[config.mk]
export PLATFORM = sky130hd
export DESIGN_NAME = madws_cell
export DESIGN_NICKNAME = d
export VERILOG_FILES = /design/src/rtl/core/madws_pkg.sv /design/src/rtl/core/madws_cell.sv
export SDC_FILE = /design/constraint.sdc
export NUM_CORES = 1
export LEC_CHECK = 0
export ABC_AREA = 0
export BUFFER_PORTS_ARGS = -buffer_cell sky130_fd_sc_hd__clkbuf_2
export CORE_UTILIZATION = 50
export CTS_BUF_LIST = sky130_fd_sc_hd__clkbuf_2 sky130_fd_sc_hd__clkbuf_4 sky130_fd_sc_hd__clkbuf_8
export CTS_CLUSTER_DIAMETER = 30
export DETAILED_ROUTE_END_ITERATION = 7
export GPL_TIMING_DRIVEN = 0
export MAX_ROUTING_LAYER = met4
export PLACE_DENSITY_LB_ADDON = 0.3
export SLEW_MARGIN = 0
export SYNTH_ARGS = -nofsm -noshare
export SYNTH_HDL_FRONTEND = slang
export SYNTH_SLANG_ARGS = --single-unit
[constraint.sdc]
create_clock -name i_clk -period 10 [get_ports i_clk]
set_input_delay 1 -clock i_clk [delete_from_list [all_inputs] [get_ports i_clk]]
set_output_delay 1 -clock i_clk [all_outputs]
set_load 0.02 [all_outputs]
[src/rtl/core/madws_pkg.sv]
// Shared types and constants for the minimum separated difference unit.
package madws_pkg;

    localparam int MAX_ITEMS_DEF  = 1024;
    localparam int VALUE_BITS_DEF = 30;
    localparam int SEP_BITS       = 10;
    localparam logic [SEP_BITS-1:0] SEP_RESET = SEP_BITS'(1);

    // Control bits of one request wave travelling down the cell row.
    typedef struct packed {
        logic valid;   // wave carries a request
        logic ins;     // insert value still in flight
        logic qry;     // nearest-value search active
        logic last;    // final request of the sequence
        logic ovf;     // request arrived past capacity
        logic dfound;  // running difference is meaningful
    } t_wave;

endpackage

[src/rtl/core/madws_cell.sv]
// One sorted cell: holds one stored value, inserts in order, tracks nearest difference.
module madws_cell
    import madws_pkg::*;
#(
    parameter int VALUE_BITS = VALUE_BITS_DEF
) (
    input  logic                  i_clk,
    input  logic                  i_rst_n,
    input  logic                  i_adv,
    input  t_wave                 i_ctl,
    input  logic [VALUE_BITS-1:0] i_ins_val,
    input  logic [VALUE_BITS-1:0] i_qry_val,
    input  logic [VALUE_BITS-1:0] i_dmin,
    output t_wave                 o_ctl,
    output logic [VALUE_BITS-1:0] o_ins_val,
    output logic [VALUE_BITS-1:0] o_qry_val,
    output logic [VALUE_BITS-1:0] o_dmin
);

    logic                  r_full;
    logic [VALUE_BITS-1:0] r_val;
    t_wave                 r_ctl;
    logic [VALUE_BITS-1:0] r_ins_val;
    logic [VALUE_BITS-1:0] r_qry_val;
    logic [VALUE_BITS-1:0] r_dmin;

    logic                  n_full;
    logic [VALUE_BITS-1:0] n_val;
    t_wave                 n_ctl;
    logic [VALUE_BITS-1:0] n_ins_val;
    logic [VALUE_BITS-1:0] n_dmin;
    logic [VALUE_BITS-1:0] diff;
    logic                  take;

    always_comb begin
        n_val     = r_val;
        n_full    = r_full;
        n_ctl     = i_ctl;
        n_ctl.ins = 1'b0;
        n_ins_val = i_ins_val;
        if (i_ctl.valid && i_ctl.ins) begin
            if (!r_full) begin
                n_val  = i_ins_val;
                n_full = 1'b1;
            end else if (i_ins_val < r_val) begin
                n_val     = i_ins_val;
                n_ins_val = r_val;
                n_ctl.ins = 1'b1;
            end else begin
                n_ctl.ins = 1'b1;
            end
        end
        diff = (n_val >= i_qry_val) ? (n_val - i_qry_val) : (i_qry_val - n_val);
        take = i_ctl.valid && i_ctl.qry && n_full && (!i_ctl.dfound || (diff < i_dmin));
        n_dmin       = take ? diff : i_dmin;
        n_ctl.dfound = i_ctl.dfound || take;
    end

    always_ff @(posedge i_clk) begin
        if (!i_rst_n) begin
            r_full <= 1'b0;
            r_ctl  <= '0;
        end else if (i_adv) begin
            r_full <= (i_ctl.valid && i_ctl.last) ? 1'b0 : n_full;
            r_ctl  <= n_ctl;
        end
    end

    always_ff @(posedge i_clk) begin
        if (i_adv) begin
            r_val     <= n_val;
            r_ins_val <= n_ins_val;
            r_qry_val <= i_qry_val;
            r_dmin    <= n_dmin;
        end
    end

    assign o_ctl     = r_ctl;
    assign o_ins_val = r_ins_val;
    assign o_qry_val = r_qry_val;
    assign o_dmin    = r_dmin;

    a_full_passes: assert property (@(posedge i_clk) disable iff (!i_rst_n)
        (r_full && i_adv && i_ctl.valid && i_ctl.ins) |=> r_ctl.ins)
        else $error("insert into occupied cell lost a value");

endmodule

==> impl_metrics.xml, run 1 <==
<?xml version="1.0" encoding="UTF-8"?>
<metrics>
  <group name="outcome">
    <metric name="outcome" unit="">completed</metric>
  </group>
  <group name="global_route">
    <metric name="wire_length_of_the_first_global_routing_pass" unit="um">41500</metric>
    <metric name="grt_max_degree" unit="">68</metric>
    <metric name="antenna_violations_before_repair" unit="">0</metric>
    <metric name="grt_overall_usage" unit="%">27.9</metric>
    <metric name="globalRouteOverflowTotal" unit="">0</metric>
    <metric name="first_global_vias" unit="">8004</metric>
  </group>
  <group name="layout">
    <metric name="antenna_cells_inserted" unit="">0</metric>
    <metric name="multiInputGateArea" unit="um^2">5330</metric>
    <metric name="layout-area-overhead-vs-synth" unit="%">17.9</metric>
    <metric name="layout.cells.most_common_list" unit="">193 x sky130_fd_sc_hd__clkbuf_2, 135 x sky130_fd_sc_hd__inv_1, 120 x sky130_fd_sc_hd__edfxtp_1</metric>
    <metric name="sequential_cell_area" unit="um^2">3740</metric>
    <metric name="nNetsFinal" unit="">1449</metric>
    <metric name="fillCellCount" unit="">1675</metric>
    <metric name="final_layout_size_suffix_gt1_share" unit="%">25.1</metric>
    <metric name="mostFrequentLayoutCell" unit="">sky130_fd_sc_hd__clkbuf_2</metric>
  </group>
  <group name="sta">
    <metric name="setup_tns" unit="ns">0</metric>
    <metric name="max_slew_margin" unit="%">16.0</metric>
    <metric name="timing.final.setup_violations" unit="">0</metric>
    <metric name="final_hold_vio_count" unit="">0</metric>
    <metric name="post-route-worst-setup-slack" unit="ns">0.749</metric>
    <metric name="unrepaired_setup_endpoints_after_global_routing" unit="">false</metric>
    <metric name="final.period_utilization" unit="%">92.5</metric>
    <metric name="max_freq" unit="MHz">108</metric>
    <metric name="layout_skew" unit="ns">0.0141</metric>
    <metric name="tightestPinTransition" unit="ns">1.23</metric>
    <metric name="slew_violations" unit="">0</metric>
    <metric name="final_critical_path_required_period" unit="ns">9.25</metric>
  </group>
  <group name="worst_setup_path">
    <metric name="critPathKind" unit="">in -&gt; reg</metric>
    <metric name="worst_path_max_delay_cell" unit="">sky130_fd_sc_hd__clkbuf_1</metric>
    <metric name="timing.critical_path.arrival" unit="ns">9.56</metric>
    <metric name="worstSetupStartpointType" unit="">primary input</metric>
    <metric name="timing.critical_path.required" unit="ns">10.31</metric>
    <metric name="crit_top_cell" unit="">sky130_fd_sc_hd__a21oi_1</metric>
    <metric name="timing.critical_path.to_type" unit="">flip-flop</metric>
    <metric name="crit_path_max_fanout" unit="">10</metric>
    <metric name="worst_path_largest_cell_delay" unit="ns">0.54</metric>
  </group>
  <group name="detailed_routing">
    <metric name="ant_nets" unit="">0</metric>
    <metric name="drt_pre_antenna_iters" unit="">5</metric>
    <metric name="total_routed_length" unit="um">26900</metric>
    <metric name="routed-via-count" unit="">8400</metric>
    <metric name="drcViolationCount" unit="">0</metric>
    <metric name="number_of_drc_markers_after_the_initial_detailed_route_iteration" unit="">594</metric>
    <metric name="vias_per_cell" unit="">5.58</metric>
    <metric name="wl_per_cell" unit="um">17.9</metric>
  </group>
  <group name="logic_synthesis">
    <metric name="yosys_register_bits" unit="">127</metric>
    <metric name="synth.net_count" unit="">1235</metric>
    <metric name="syn-cell-area" unit="um^2">9760</metric>
    <metric name="synth_async_sr_flop_share" unit="%">0</metric>
    <metric name="synthesized_area_divided_by_synthesized_cell_count" unit="um^2">9.59</metric>
    <metric name="yosys_cell_types" unit="">58</metric>
    <metric name="number_of_synthesized_flops_with_an_enable_pin" unit="">120</metric>
    <metric name="synthesis.yosys.warnings" unit="">0</metric>
    <metric name="syn-instance-count" unit="">1018</metric>
    <metric name="dominantRegCellSynth" unit="">sky130_fd_sc_hd__edfxtp_1</metric>
    <metric name="seq_area_frac_synth" unit="%">38.3</metric>
  </group>
  <group name="pwr">
    <metric name="power.density" unit="nW/um^2">161</metric>
    <metric name="p_leak" unit="nW">5.47</metric>
    <metric name="max-vdd-ir-drop" unit="uV">81.5</metric>
  </group>
  <group name="floorplan">
    <metric name="num_rows" unit="">50</metric>
    <metric name="dieArea" unit="um^2">20100</metric>
    <metric name="chipHeight" unit="um">142</metric>
    <metric name="area_of_the_core_region" unit="um^2">18900</metric>
    <metric name="initial_utilization" unit="%">51.7</metric>
    <metric name="chipWidth" unit="um">142</metric>
    <metric name="num_io_pins" unit="">195</metric>
  </group>
  <group name="place">
    <metric name="place.port_buffers" unit="">194</metric>
    <metric name="pre_cts_slack" unit="ns">0.307</metric>
    <metric name="place_hpwl" unit="um">21000</metric>
    <metric name="placer_congestion_estimate" unit="">0.937</metric>
  </group>
  <group name="cts">
    <metric name="ctsRootBufferMaster" unit="">sky130_fd_sc_hd__clkbuf_8</metric>
    <metric name="postCtsResizedCells" unit="">0</metric>
    <metric name="holdBufCountCts" unit="">0</metric>
    <metric name="clkSinkCount" unit="">127</metric>
    <metric name="clock_transition_at_path_regs" unit="ns">0.09</metric>
    <metric name="cts_max_path_buffers" unit="">2</metric>
    <metric name="number_of_buffers_created_by_cts" unit="">17</metric>
    <metric name="cts-htree-levels" unit="">4</metric>
    <metric name="clk_latency" unit="ns">0.47</metric>
    <metric name="post_cts.repair.setup_buffers" unit="">0</metric>
    <metric name="cts_tree" unit="">yes</metric>
  </group>
  <group name="flow_run">
    <metric name="max_cap_viol_count" unit="">0</metric>
  </group>
  <group name="min_path">
    <metric name="min-delay-path-class" unit="">reg -&gt; reg</metric>
  </group>
</metrics>
==> cell usage after synthesis, types with 13 or more instances <==
| master | count | area, um^2 |
|---|---|---|
| sky130_fd_sc_hd__edfxtp_1 | 120 | 3600 |
| sky130_fd_sc_hd__xnor2_1 | 16 | 140 |
| sky130_fd_sc_hd__inv_1 | 135 | 507 |
| sky130_fd_sc_hd__clkbuf_1 | 20 | 75.1 |
| sky130_fd_sc_hd__nor2_1 | 82 | 308 |
| sky130_fd_sc_hd__mux2_2 | 49 | 552 |
| sky130_fd_sc_hd__nor2b_1 | 14 | 87.6 |
| sky130_fd_sc_hd__a31oi_1 | 13 | 81.3 |
| sky130_fd_sc_hd__ha_1 | 116 | 1450 |
| sky130_fd_sc_hd__nand2_1 | 53 | 199 |
| sky130_fd_sc_hd__o21a_1 | 14 | 105 |
| sky130_fd_sc_hd__o21ai_0 | 41 | 205 |
| sky130_fd_sc_hd__buf_2 | 16 | 80.1 |
| sky130_fd_sc_hd__a21oi_1 | 114 | 571 |
| sky130_fd_sc_hd__nand3_1 | 15 | 75.1 |
| sky130_fd_sc_hd__nand4_1 | 21 | 131 |
| sky130_fd_sc_hd__o21bai_1 | 14 | 105 |
| sky130_fd_sc_hd__a21o_1 | 48 | 360 |
==> worst max-delay path, delay by kind of cell <==
kind | cells | cell delay (ns)
muxes | 1 | 0.47
buffers and inverters | 8 | 2.07
xor gates and xnor gates | 1 | 0.29
AOI/OAI and AO/OA | 19 | 4.25
adders and majority gates | 4 | 1.21
and+or+nand+nor | 3 | 0.23
==> flip-flops by register name, indices dropped and copies added, names as in the netlist, named ones only <==
name / cells
r_val: 29
o_ctl: 6
o_ins_val: 30
o_dmin: 30
o_qry_val: 30
r_full: 1
==> worst paths after layout <==
kind	from	to	slack (ns)	cells past startpoint
max	i_ins_val[28]	o_dmin[5]	0.75	36
min	o_ctl[4]	o_ctl[4]	0.49	2
max reg2reg	r_val[28]	o_dmin[5]	0.95	36
min reg2reg	o_ctl[4]	o_ctl[4]	0.49	2
==> stage by stage <==
stage	hold WS [ns]	power, mW	cells	util, %	instance area (um^2)
2_1_floorplan	0.478	1.14	1018	-	9760
3_3_place_gp	0.471	1.35	1472	58.5	11100
3_5_place_dp	0.491	1.36	1473	58.7	11100
4_1_cts	0.505	1.85	1505	61.0	11500
5_1_grt	0.538	1.96	1505	61.0	11500
6_report	0.494	1.86	1505	61.0	11500
==> metal layers <==
metal / vias up / GRT usage (%) / routed length [um]
li1: 4079 / - / -
met1: 3978 / 38.2 / 12900
met2: 314 / 43.0 / 12000
met3: 29 / 4.05 / 1560
met4: 0 / 7.81 / 425
met5: - / - / 0
==> report_power, final <==
group	internal, mW	leakage [nW]	switching (mW)	total, mW
Combinational	0.270	4.02	0.444	0.714
Sequential	0.632	1.23	0.0145	0.647
Clock	0.250	0.213	0.246	0.496
==> area by class of cell <==
| class | count | area share, % |
|---|---|---|
| buffer | 39 | 1.64 |
| clock buffer | 17 | 2.03 |
| clock inverter | 15 | 1.61 |
| inverter | 135 | 4.40 |
| multi-input combinational | 717 | 46.2 |
| sequential | 127 | 32.5 |
| tap | 260 | 2.82 |
| timing repair buffer | 195 | 8.75 |
==> kinds of logic (layout without fill, tap and decap cells) <==
kind of cell	after synthesis	after routing	share of synthesized area, %
buffers and inverters	174	401	7.12
muxes	57	57	6.47
AOI/OAI and AO/OA	302	302	20.3
DFF	127	127	38.3
adders and majority gates	118	118	15.3
and+or+nand+nor	212	212	9.93
xor gates and xnor gates	28	28	2.51
(Power assumes the default switching activity.)
==> run 2: changes to the inputs <==
--- a/config.mk
+++ b/config.mk
@@ -13,7 +13,7 @@
 export DETAILED_ROUTE_END_ITERATION = 7
 export GPL_TIMING_DRIVEN = 0
 export MAX_ROUTING_LAYER = met4
-export PLACE_DENSITY_LB_ADDON = 0.3
+export PLACE_DENSITY = 0.8
 export SLEW_MARGIN = 0
 export SYNTH_ARGS = -nofsm -noshare
 export SYNTH_HDL_FRONTEND = slang
==> run 2 against run 1 <==
Global-route usage is 0.27 points higher. Combinational power hardly changed. Cell area is 0.39% lower. Clock skew is 0.0024 ns lower. Non-clock buffer count is 1 higher. Hold slack worse by 0.011 ns. Fmax hardly changed. Register-to-register slack better by 0.03 ns. Cell count hardly changed. Critical path depth stayed put. Core utilization is 0.24 points lower.
==> impl_metrics.xml, run 2 (synthesis gave the netlist of run 1 again) <==
<?xml version="1.0" encoding="UTF-8"?>
<metrics>
  <group name="detailed_routing">
    <metric name="total_routed_length" unit="um">27100</metric>
    <metric name="wl_per_cell" unit="um">18.0</metric>
    <metric name="number_of_drc_markers_after_the_initial_detailed_route_iteration" unit="">639</metric>
    <metric name="routed-via-count" unit="">8386</metric>
    <metric name="ant_nets" unit="">0</metric>
    <metric name="drcViolationCount" unit="">0</metric>
    <metric name="vias_per_cell" unit="">5.57</metric>
    <metric name="drt_pre_antenna_iters" unit="">5</metric>
  </group>
  <group name="layout">
    <metric name="fillCellCount" unit="">1659</metric>
    <metric name="nNetsFinal" unit="">1450</metric>
    <metric name="layout-area-overhead-vs-synth" unit="%">17.5</metric>
    <metric name="finalInstanceArea" unit="um^2">11500</metric>
    <metric name="final_layout_size_suffix_gt1_share" unit="%">24.9</metric>
    <metric name="antenna_cells_inserted" unit="">0</metric>
    <metric name="post_layout_cell_count" unit="">1506</metric>
    <metric name="layout.cells.most_common_list" unit="">193 x sky130_fd_sc_hd__clkbuf_2, 135 x sky130_fd_sc_hd__inv_1, 120 x sky130_fd_sc_hd__edfxtp_1</metric>
    <metric name="mostFrequentLayoutCell" unit="">sky130_fd_sc_hd__clkbuf_2</metric>
  </group>
  <group name="global_route">
    <metric name="grt_max_degree" unit="">122</metric>
    <metric name="grt_overall_usage" unit="%">28.1</metric>
    <metric name="globalRouteOverflowTotal" unit="">0</metric>
    <metric name="first_global_vias" unit="">8038</metric>
    <metric name="antenna_violations_before_repair" unit="">0</metric>
    <metric name="wire_length_of_the_first_global_routing_pass" unit="um">42100</metric>
  </group>
  <group name="cts">
    <metric name="post_cts.repair.setup_buffers" unit="">0</metric>
    <metric name="cts-htree-levels" unit="">4</metric>
    <metric name="cts_max_path_buffers" unit="">2</metric>
    <metric name="cts_tree" unit="">yes</metric>
    <metric name="ctsRootBufferMaster" unit="">sky130_fd_sc_hd__clkbuf_8</metric>
    <metric name="clkSinkCount" unit="">127</metric>
    <metric name="postCtsResizedCells" unit="">0</metric>
    <metric name="clk_latency" unit="ns">0.48</metric>
    <metric name="clock_transition_at_path_regs" unit="ns">0.07</metric>
    <metric name="holdBufCountCts" unit="">0</metric>
    <metric name="number_of_buffers_created_by_cts" unit="">17</metric>
  </group>
  <group name="sta">
    <metric name="max_freq" unit="MHz">108</metric>
    <metric name="final.period_utilization" unit="%">92.5</metric>
    <metric name="timing.final.setup_violations" unit="">0</metric>
    <metric name="final_hold_vio_count" unit="">0</metric>
    <metric name="max_slew_margin" unit="%">38.0</metric>
    <metric name="tightestPinTransition" unit="ns">0.907</metric>
    <metric name="final_critical_path_required_period" unit="ns">9.25</metric>
    <metric name="layout_skew" unit="ns">0.0118</metric>
    <metric name="unrepaired_setup_endpoints_after_global_routing" unit="">false</metric>
    <metric name="setup_tns" unit="ns">0</metric>
    <metric name="final_hold_slack" unit="ns">0.484</metric>
    <metric name="slew_violations" unit="">0</metric>
  </group>
  <group name="worst_setup_path">
    <metric name="timing.critical_path.required" unit="ns">10.32</metric>
    <metric name="crit_path_max_fanout" unit="">10</metric>
    <metric name="worstSetupStartpointType" unit="">primary input</metric>
    <metric name="kind_of_cell_adding_the_most_delay_to_the_critical_path" unit="">compound AO/OA/AOI/OAI gates</metric>
    <metric name="cp.buffers_inverters" unit="">8</metric>
    <metric name="critPathKind" unit="">in -&gt; reg</metric>
    <metric name="r2r_slack" unit="ns">0.98</metric>
    <metric name="timing.critical_path.arrival" unit="ns">9.57</metric>
    <metric name="r2r.worst_path.cells" unit="">36</metric>
    <metric name="worst_path_largest_cell_delay" unit="ns">0.58</metric>
    <metric name="worst_path_max_delay_cell" unit="">sky130_fd_sc_hd__clkbuf_1</metric>
    <metric name="crit_cells" unit="">36</metric>
    <metric name="crit_top_cell" unit="">sky130_fd_sc_hd__a21oi_1</metric>
    <metric name="timing.critical_path.to_type" unit="">flip-flop</metric>
  </group>
  <group name="floorplan">
    <metric name="chipHeight" unit="um">142</metric>
    <metric name="num_io_pins" unit="">195</metric>
    <metric name="chipWidth" unit="um">142</metric>
    <metric name="dieArea" unit="um^2">20100</metric>
    <metric name="area_of_the_core_region" unit="um^2">18900</metric>
    <metric name="num_rows" unit="">50</metric>
    <metric name="initial_utilization" unit="%">51.7</metric>
  </group>
  <group name="flow_run">
    <metric name="max_cap_viol_count" unit="">0</metric>
  </group>
  <group name="pwr">
    <metric name="power.density" unit="nW/um^2">157</metric>
    <metric name="total_switching_power" unit="uW">674</metric>
    <metric name="p_leak" unit="nW">5.45</metric>
    <metric name="p_int" unit="mW">1.13</metric>
    <metric name="max-vdd-ir-drop" unit="uV">86.1</metric>
    <metric name="swShare" unit="%">37.4</metric>
    <metric name="fin_total_pwr" unit="mW">1.80</metric>
    <metric name="comb_power_share" unit="%">39.7</metric>
    <metric name="power.sequential.fraction" unit="%">35.9</metric>
    <metric name="clockPowerShare" unit="%">24.3</metric>
  </group>
  <group name="outcome">
    <metric name="outcome" unit="">completed</metric>
  </group>
  <group name="place">
    <metric name="total_instance_count_after_detailed_placement" unit="">1474</metric>
    <metric name="placer_congestion_estimate" unit="">0.918</metric>
    <metric name="place.port_buffers" unit="">194</metric>
    <metric name="detailed_place.area" unit="um^2">11100</metric>
    <metric name="place_hpwl" unit="um">20900</metric>
  </group>
  <group name="min_path">
    <metric name="hold_path_depth" unit="">2</metric>
    <metric name="min-delay-path-class" unit="">reg -&gt; reg</metric>
  </group>
</metrics>
-- run 2: cell types whose count changed in the layout (fill, tap and decap cells not counted), moves of 2 or more --
| cell | before | now |
|---|---|---|
| sky130_fd_sc_hd__clkbuf_4 | 0 | 6 |
| sky130_fd_sc_hd__clkinv_4 | 4 | 1 |
| sky130_fd_sc_hd__inv_6 | 3 | 0 |
| sky130_fd_sc_hd__bufinv_16 | 3 | 1 |
| sky130_fd_sc_hd__clkbuf_8 | 18 | 20 |
| sky130_fd_sc_hd__clkinv_1 | 0 | 2 |
-- run 2: path summary, 6_finish.rpt --
path                 start        end
max          i_ins_val[28]  o_dmin[2]
min               o_ctl[4]   o_ctl[4]
max reg2reg      r_val[28]  o_dmin[2]
min reg2reg       o_ctl[4]   o_ctl[4]
-- run 2: stage by stage --
stage	utilization (%)	setup WS (ns)
after floorplan	-	2.27
after global placement	58.5	0.525
after detailed placement	58.8	0.390
after CTS	60.7	0.821
after global routing	60.7	0.278
final	60.7	0.746
-- run 2: area by class of cell --
cell class                 instances  area, um^2  share of cell area, %
buffer                            39         189                   1.65
clock buffer                      25         307                   2.67
clock inverter                     7        63.8                  0.556
inverter                         135         507                   4.42
multi-input combinational        717        5330                   46.4
sequential                       127        3740                   32.6
tap                              260         325                   2.84
timing repair buffer             196        1010                   8.81
-- run 2: per-layer routing --
layer	global-route usage, %	vias up	part of all wire, %
met5	-	-	0
met4	6.68	0	1.5
li1	-	4081	-
met3	4.52	38	7.3
met2	43.9	345	45
met1	38.3	3922	46
-- run 2: worst min-delay path: stages (launching register included) --
cell and delay, ns:
sky130_fd_sc_hd__dfxtp_1 0.31, sky130_fd_sc_hd__nand2b_1 0.06, sky130_fd_sc_hd__a21boi_0 0.07
-- run 2: power by group through the flow --
stage	clock, mW	sequential (mW)	combinational (mW)
floorplan	0	0.695	0.449
finish	0.438	0.647	0.716
detailed placement	0	0.658	0.698
CTS	0.441	0.647	0.706
global placement	0	0.660	0.686
global route	0.460	0.650	0.789
==> run 3: changes to the inputs <==
--- a/config.mk
+++ b/config.mk
@@ -7,13 +7,13 @@
 export LEC_CHECK = 0
 export ABC_AREA = 0
 export BUFFER_PORTS_ARGS = -buffer_cell sky130_fd_sc_hd__clkbuf_2
-export CORE_UTILIZATION = 50
+export CORE_UTILIZATION = 58
 export CTS_BUF_LIST = sky130_fd_sc_hd__clkbuf_2 sky130_fd_sc_hd__clkbuf_4 sky130_fd_sc_hd__clkbuf_8
 export CTS_CLUSTER_DIAMETER = 30
 export DETAILED_ROUTE_END_ITERATION = 7
 export GPL_TIMING_DRIVEN = 0
 export MAX_ROUTING_LAYER = met4
-export PLACE_DENSITY = 0.8
+export PLACE_DENSITY = 0.89
 export SLEW_MARGIN = 0
 export SYNTH_ARGS = -nofsm -noshare
 export SYNTH_HDL_FRONTEND = slang
==> run 3 against run 2 <==
Register-to-register slack got worse by 0.13 ns. Core utilization is 8.5 points higher. Sequential power is essentially flat. Global-route usage increased by 5.3 points. Critical path depth unchanged. Via count is 2.7% higher. Worst setup slack got worse by 0.12 ns. Fmax shrank 1.3%. Combinational power grew 0.7%. Largest cell class unchanged.
==> impl_metrics.xml, run 3 (synthesis gave the netlist of run 1 again) <==
<?xml version="1.0" encoding="UTF-8"?>
<metrics>
  <group name="place">
    <metric name="place_hpwl" unit="um">21100</metric>
    <metric name="total_instance_count_after_detailed_placement" unit="">1432</metric>
    <metric name="place.port_buffers" unit="">194</metric>
    <metric name="placer_congestion_estimate" unit="">0.931</metric>
  </group>
  <group name="floorplan">
    <metric name="dieArea" unit="um^2">17400</metric>
    <metric name="chipWidth" unit="um">132</metric>
    <metric name="area_of_the_core_region" unit="um^2">16500</metric>
    <metric name="num_rows" unit="">47</metric>
    <metric name="initial_utilization" unit="%">59.1</metric>
    <metric name="chipHeight" unit="um">132</metric>
    <metric name="num_io_pins" unit="">195</metric>
  </group>
  <group name="worst_setup_path">
    <metric name="timing.critical_path.arrival" unit="ns">9.68</metric>
    <metric name="timing.critical_path.required" unit="ns">10.31</metric>
    <metric name="crit_path_start" unit="">i_ins_val[29]</metric>
    <metric name="worst_path_max_delay_cell" unit="">sky130_fd_sc_hd__clkbuf_1</metric>
    <metric name="worstSetupStartpointType" unit="">primary input</metric>
    <metric name="r2r_slack" unit="ns">0.85</metric>
    <metric name="r2r.worst_path.cells" unit="">36</metric>
    <metric name="crit_path_max_fanout" unit="">10</metric>
    <metric name="critPathKind" unit="">in -&gt; reg</metric>
    <metric name="timing.critical_path.to_type" unit="">flip-flop</metric>
    <metric name="regToRegEndpoint" unit="">o_dmin[4]</metric>
    <metric name="worst_path_largest_cell_delay" unit="ns">0.58</metric>
    <metric name="crit-reg2reg-launch" unit="">r_val[29]</metric>
  </group>
  <group name="global_route">
    <metric name="globalRouteOverflowTotal" unit="">0</metric>
    <metric name="antenna_violations_before_repair" unit="">0</metric>
    <metric name="wire_length_of_the_first_global_routing_pass" unit="um">43600</metric>
    <metric name="grt_max_degree" unit="">122</metric>
    <metric name="first_global_vias" unit="">8303</metric>
    <metric name="grt_overall_usage" unit="%">33.4</metric>
  </group>
  <group name="cts">
    <metric name="holdBufCountCts" unit="">0</metric>
    <metric name="cts-htree-levels" unit="">4</metric>
    <metric name="clkSinkCount" unit="">127</metric>
    <metric name="postCtsResizedCells" unit="">0</metric>
    <metric name="cts_tree" unit="">yes</metric>
    <metric name="number_of_buffers_created_by_cts" unit="">17</metric>
    <metric name="ctsRootBufferMaster" unit="">sky130_fd_sc_hd__clkbuf_8</metric>
    <metric name="cts_max_path_buffers" unit="">2</metric>
    <metric name="clk_latency" unit="ns">0.46</metric>
    <metric name="clock_transition_at_path_regs" unit="ns">0.08</metric>
    <metric name="post_cts.repair.setup_buffers" unit="">0</metric>
  </group>
  <group name="sta">
    <metric name="setup_tns" unit="ns">0</metric>
    <metric name="max_freq" unit="MHz">107</metric>
    <metric name="timing.final.setup_violations" unit="">0</metric>
    <metric name="final_critical_path_required_period" unit="ns">9.37</metric>
    <metric name="unrepaired_setup_endpoints_after_global_routing" unit="">false</metric>
    <metric name="final.period_utilization" unit="%">93.7</metric>
    <metric name="final_hold_vio_count" unit="">0</metric>
    <metric name="tightestPinTransition" unit="ns">1.01</metric>
    <metric name="final_hold_slack" unit="ns">0.516</metric>
    <metric name="slew_violations" unit="">0</metric>
    <metric name="layout_skew" unit="ns">0.00945</metric>
    <metric name="max_slew_margin" unit="%">32.5</metric>
  </group>
  <group name="detailed_routing">
    <metric name="vias_per_cell" unit="">5.88</metric>
    <metric name="drt_pre_antenna_iters" unit="">8</metric>
    <metric name="drcViolationCount" unit="">0</metric>
    <metric name="routed-via-count" unit="">8614</metric>
    <metric name="ant_nets" unit="">0</metric>
    <metric name="number_of_drc_markers_after_the_initial_detailed_route_iteration" unit="">983</metric>
    <metric name="wl_per_cell" unit="um">19.0</metric>
    <metric name="total_routed_length" unit="um">27800</metric>
  </group>
  <group name="pwr">
    <metric name="power.density" unit="nW/um^2">161</metric>
    <metric name="p_leak" unit="nW">5.48</metric>
    <metric name="fin_total_pwr" unit="mW">1.84</metric>
    <metric name="max-vdd-ir-drop" unit="uV">95.6</metric>
  </group>
  <group name="min_path">
    <metric name="min-delay-path-class" unit="">reg -&gt; reg</metric>
    <metric name="hold_path_depth" unit="">2</metric>
    <metric name="worst_hold_startpoint" unit="">o_ctl[4]</metric>
    <metric name="whs_endpoint" unit="">o_ctl[4]</metric>
  </group>
  <group name="outcome">
    <metric name="outcome" unit="">completed</metric>
  </group>
  <group name="layout">
    <metric name="post-route-util" unit="%">69.2</metric>
    <metric name="layout-area-overhead-vs-synth" unit="%">17.1</metric>
    <metric name="fillCellCount" unit="">1290</metric>
    <metric name="final_layout_size_suffix_gt1_share" unit="%">25.0</metric>
    <metric name="antenna_cells_inserted" unit="">0</metric>
    <metric name="layout.cells.most_common_list" unit="">193 x sky130_fd_sc_hd__clkbuf_2, 135 x sky130_fd_sc_hd__inv_1, 120 x sky130_fd_sc_hd__edfxtp_1</metric>
    <metric name="mostFrequentLayoutCell" unit="">sky130_fd_sc_hd__clkbuf_2</metric>
    <metric name="post_layout_cell_count" unit="">1465</metric>
    <metric name="nNetsFinal" unit="">1449</metric>
  </group>
  <group name="flow_run">
    <metric name="max_cap_viol_count" unit="">0</metric>
  </group>
</metrics>
==> run 3: where the power goes <==
part	total (mW)	switching, mW	internal, mW
registers	0.649	0.0157	0.633
logic	0.721	0.451	0.271
clock network	0.474	0.224	0.250
==> run 3: critical path, delay by kind of cell <==
kind                     cells  cell delay [ns]
XOR/XNOR                     1             0.25
AND/OR/NAND/NOR              4             0.44
multiplexers                 1             0.48
AO/OA/AOI/OAI               18             4.19
adder cells (fa/ha/maj)      4             1.19
buffers and inverters        8             2.12
==> run 3: layout make-up <==
| class | count | area, um^2 | share of cell area, % |
|---|---|---|---|
| inverter | 135 | 507 | 4.43 |
| clock buffer | 23 | 298 | 2.60 |
| buffer | 39 | 189 | 1.65 |
| timing repair buffer | 195 | 992 | 8.68 |
| tap | 220 | 275 | 2.41 |
| clock inverter | 9 | 108 | 0.941 |
| sequential | 127 | 3740 | 32.7 |
| multi-input combinational | 717 | 5330 | 46.6 |
==> run 3: worst max path at each step <==
| stage | end | slack, ns | cells past startpoint |
|---|---|---|---|
| floorplan | o_dmin[11] | 2.27 | 34 |
| global placement | o_dmin[4] | 0.56 | 36 |
| detailed placement | o_dmin[4] | 0.42 | 36 |
| CTS | o_dmin[4] | 0.82 | 36 |
| global route | o_dmin[4] | 0.31 | 36 |
| finish | o_dmin[4] | 0.63 | 36 |
==> run 3: routing by layer <==
layer	vias up	global-route usage [%]	part of all wire, %
li1	4079	-	-
met1	4057	44.4	43
met2	418	52.1	46
met3	60	5.50	7.9
met4	0	10.9	2.5
met5	-	-	0
==> run 3: through the flow <==
| step | area (um^2) | setup slack (ns) |
|---|---|---|
| floorplan | 9760 | 2.27 |
| global placement | 11000 | 0.556 |
| detailed placement | 11000 | 0.419 |
| CTS | 11400 | 0.825 |
| global route | 11400 | 0.307 |
| finish | 11400 | 0.626 |
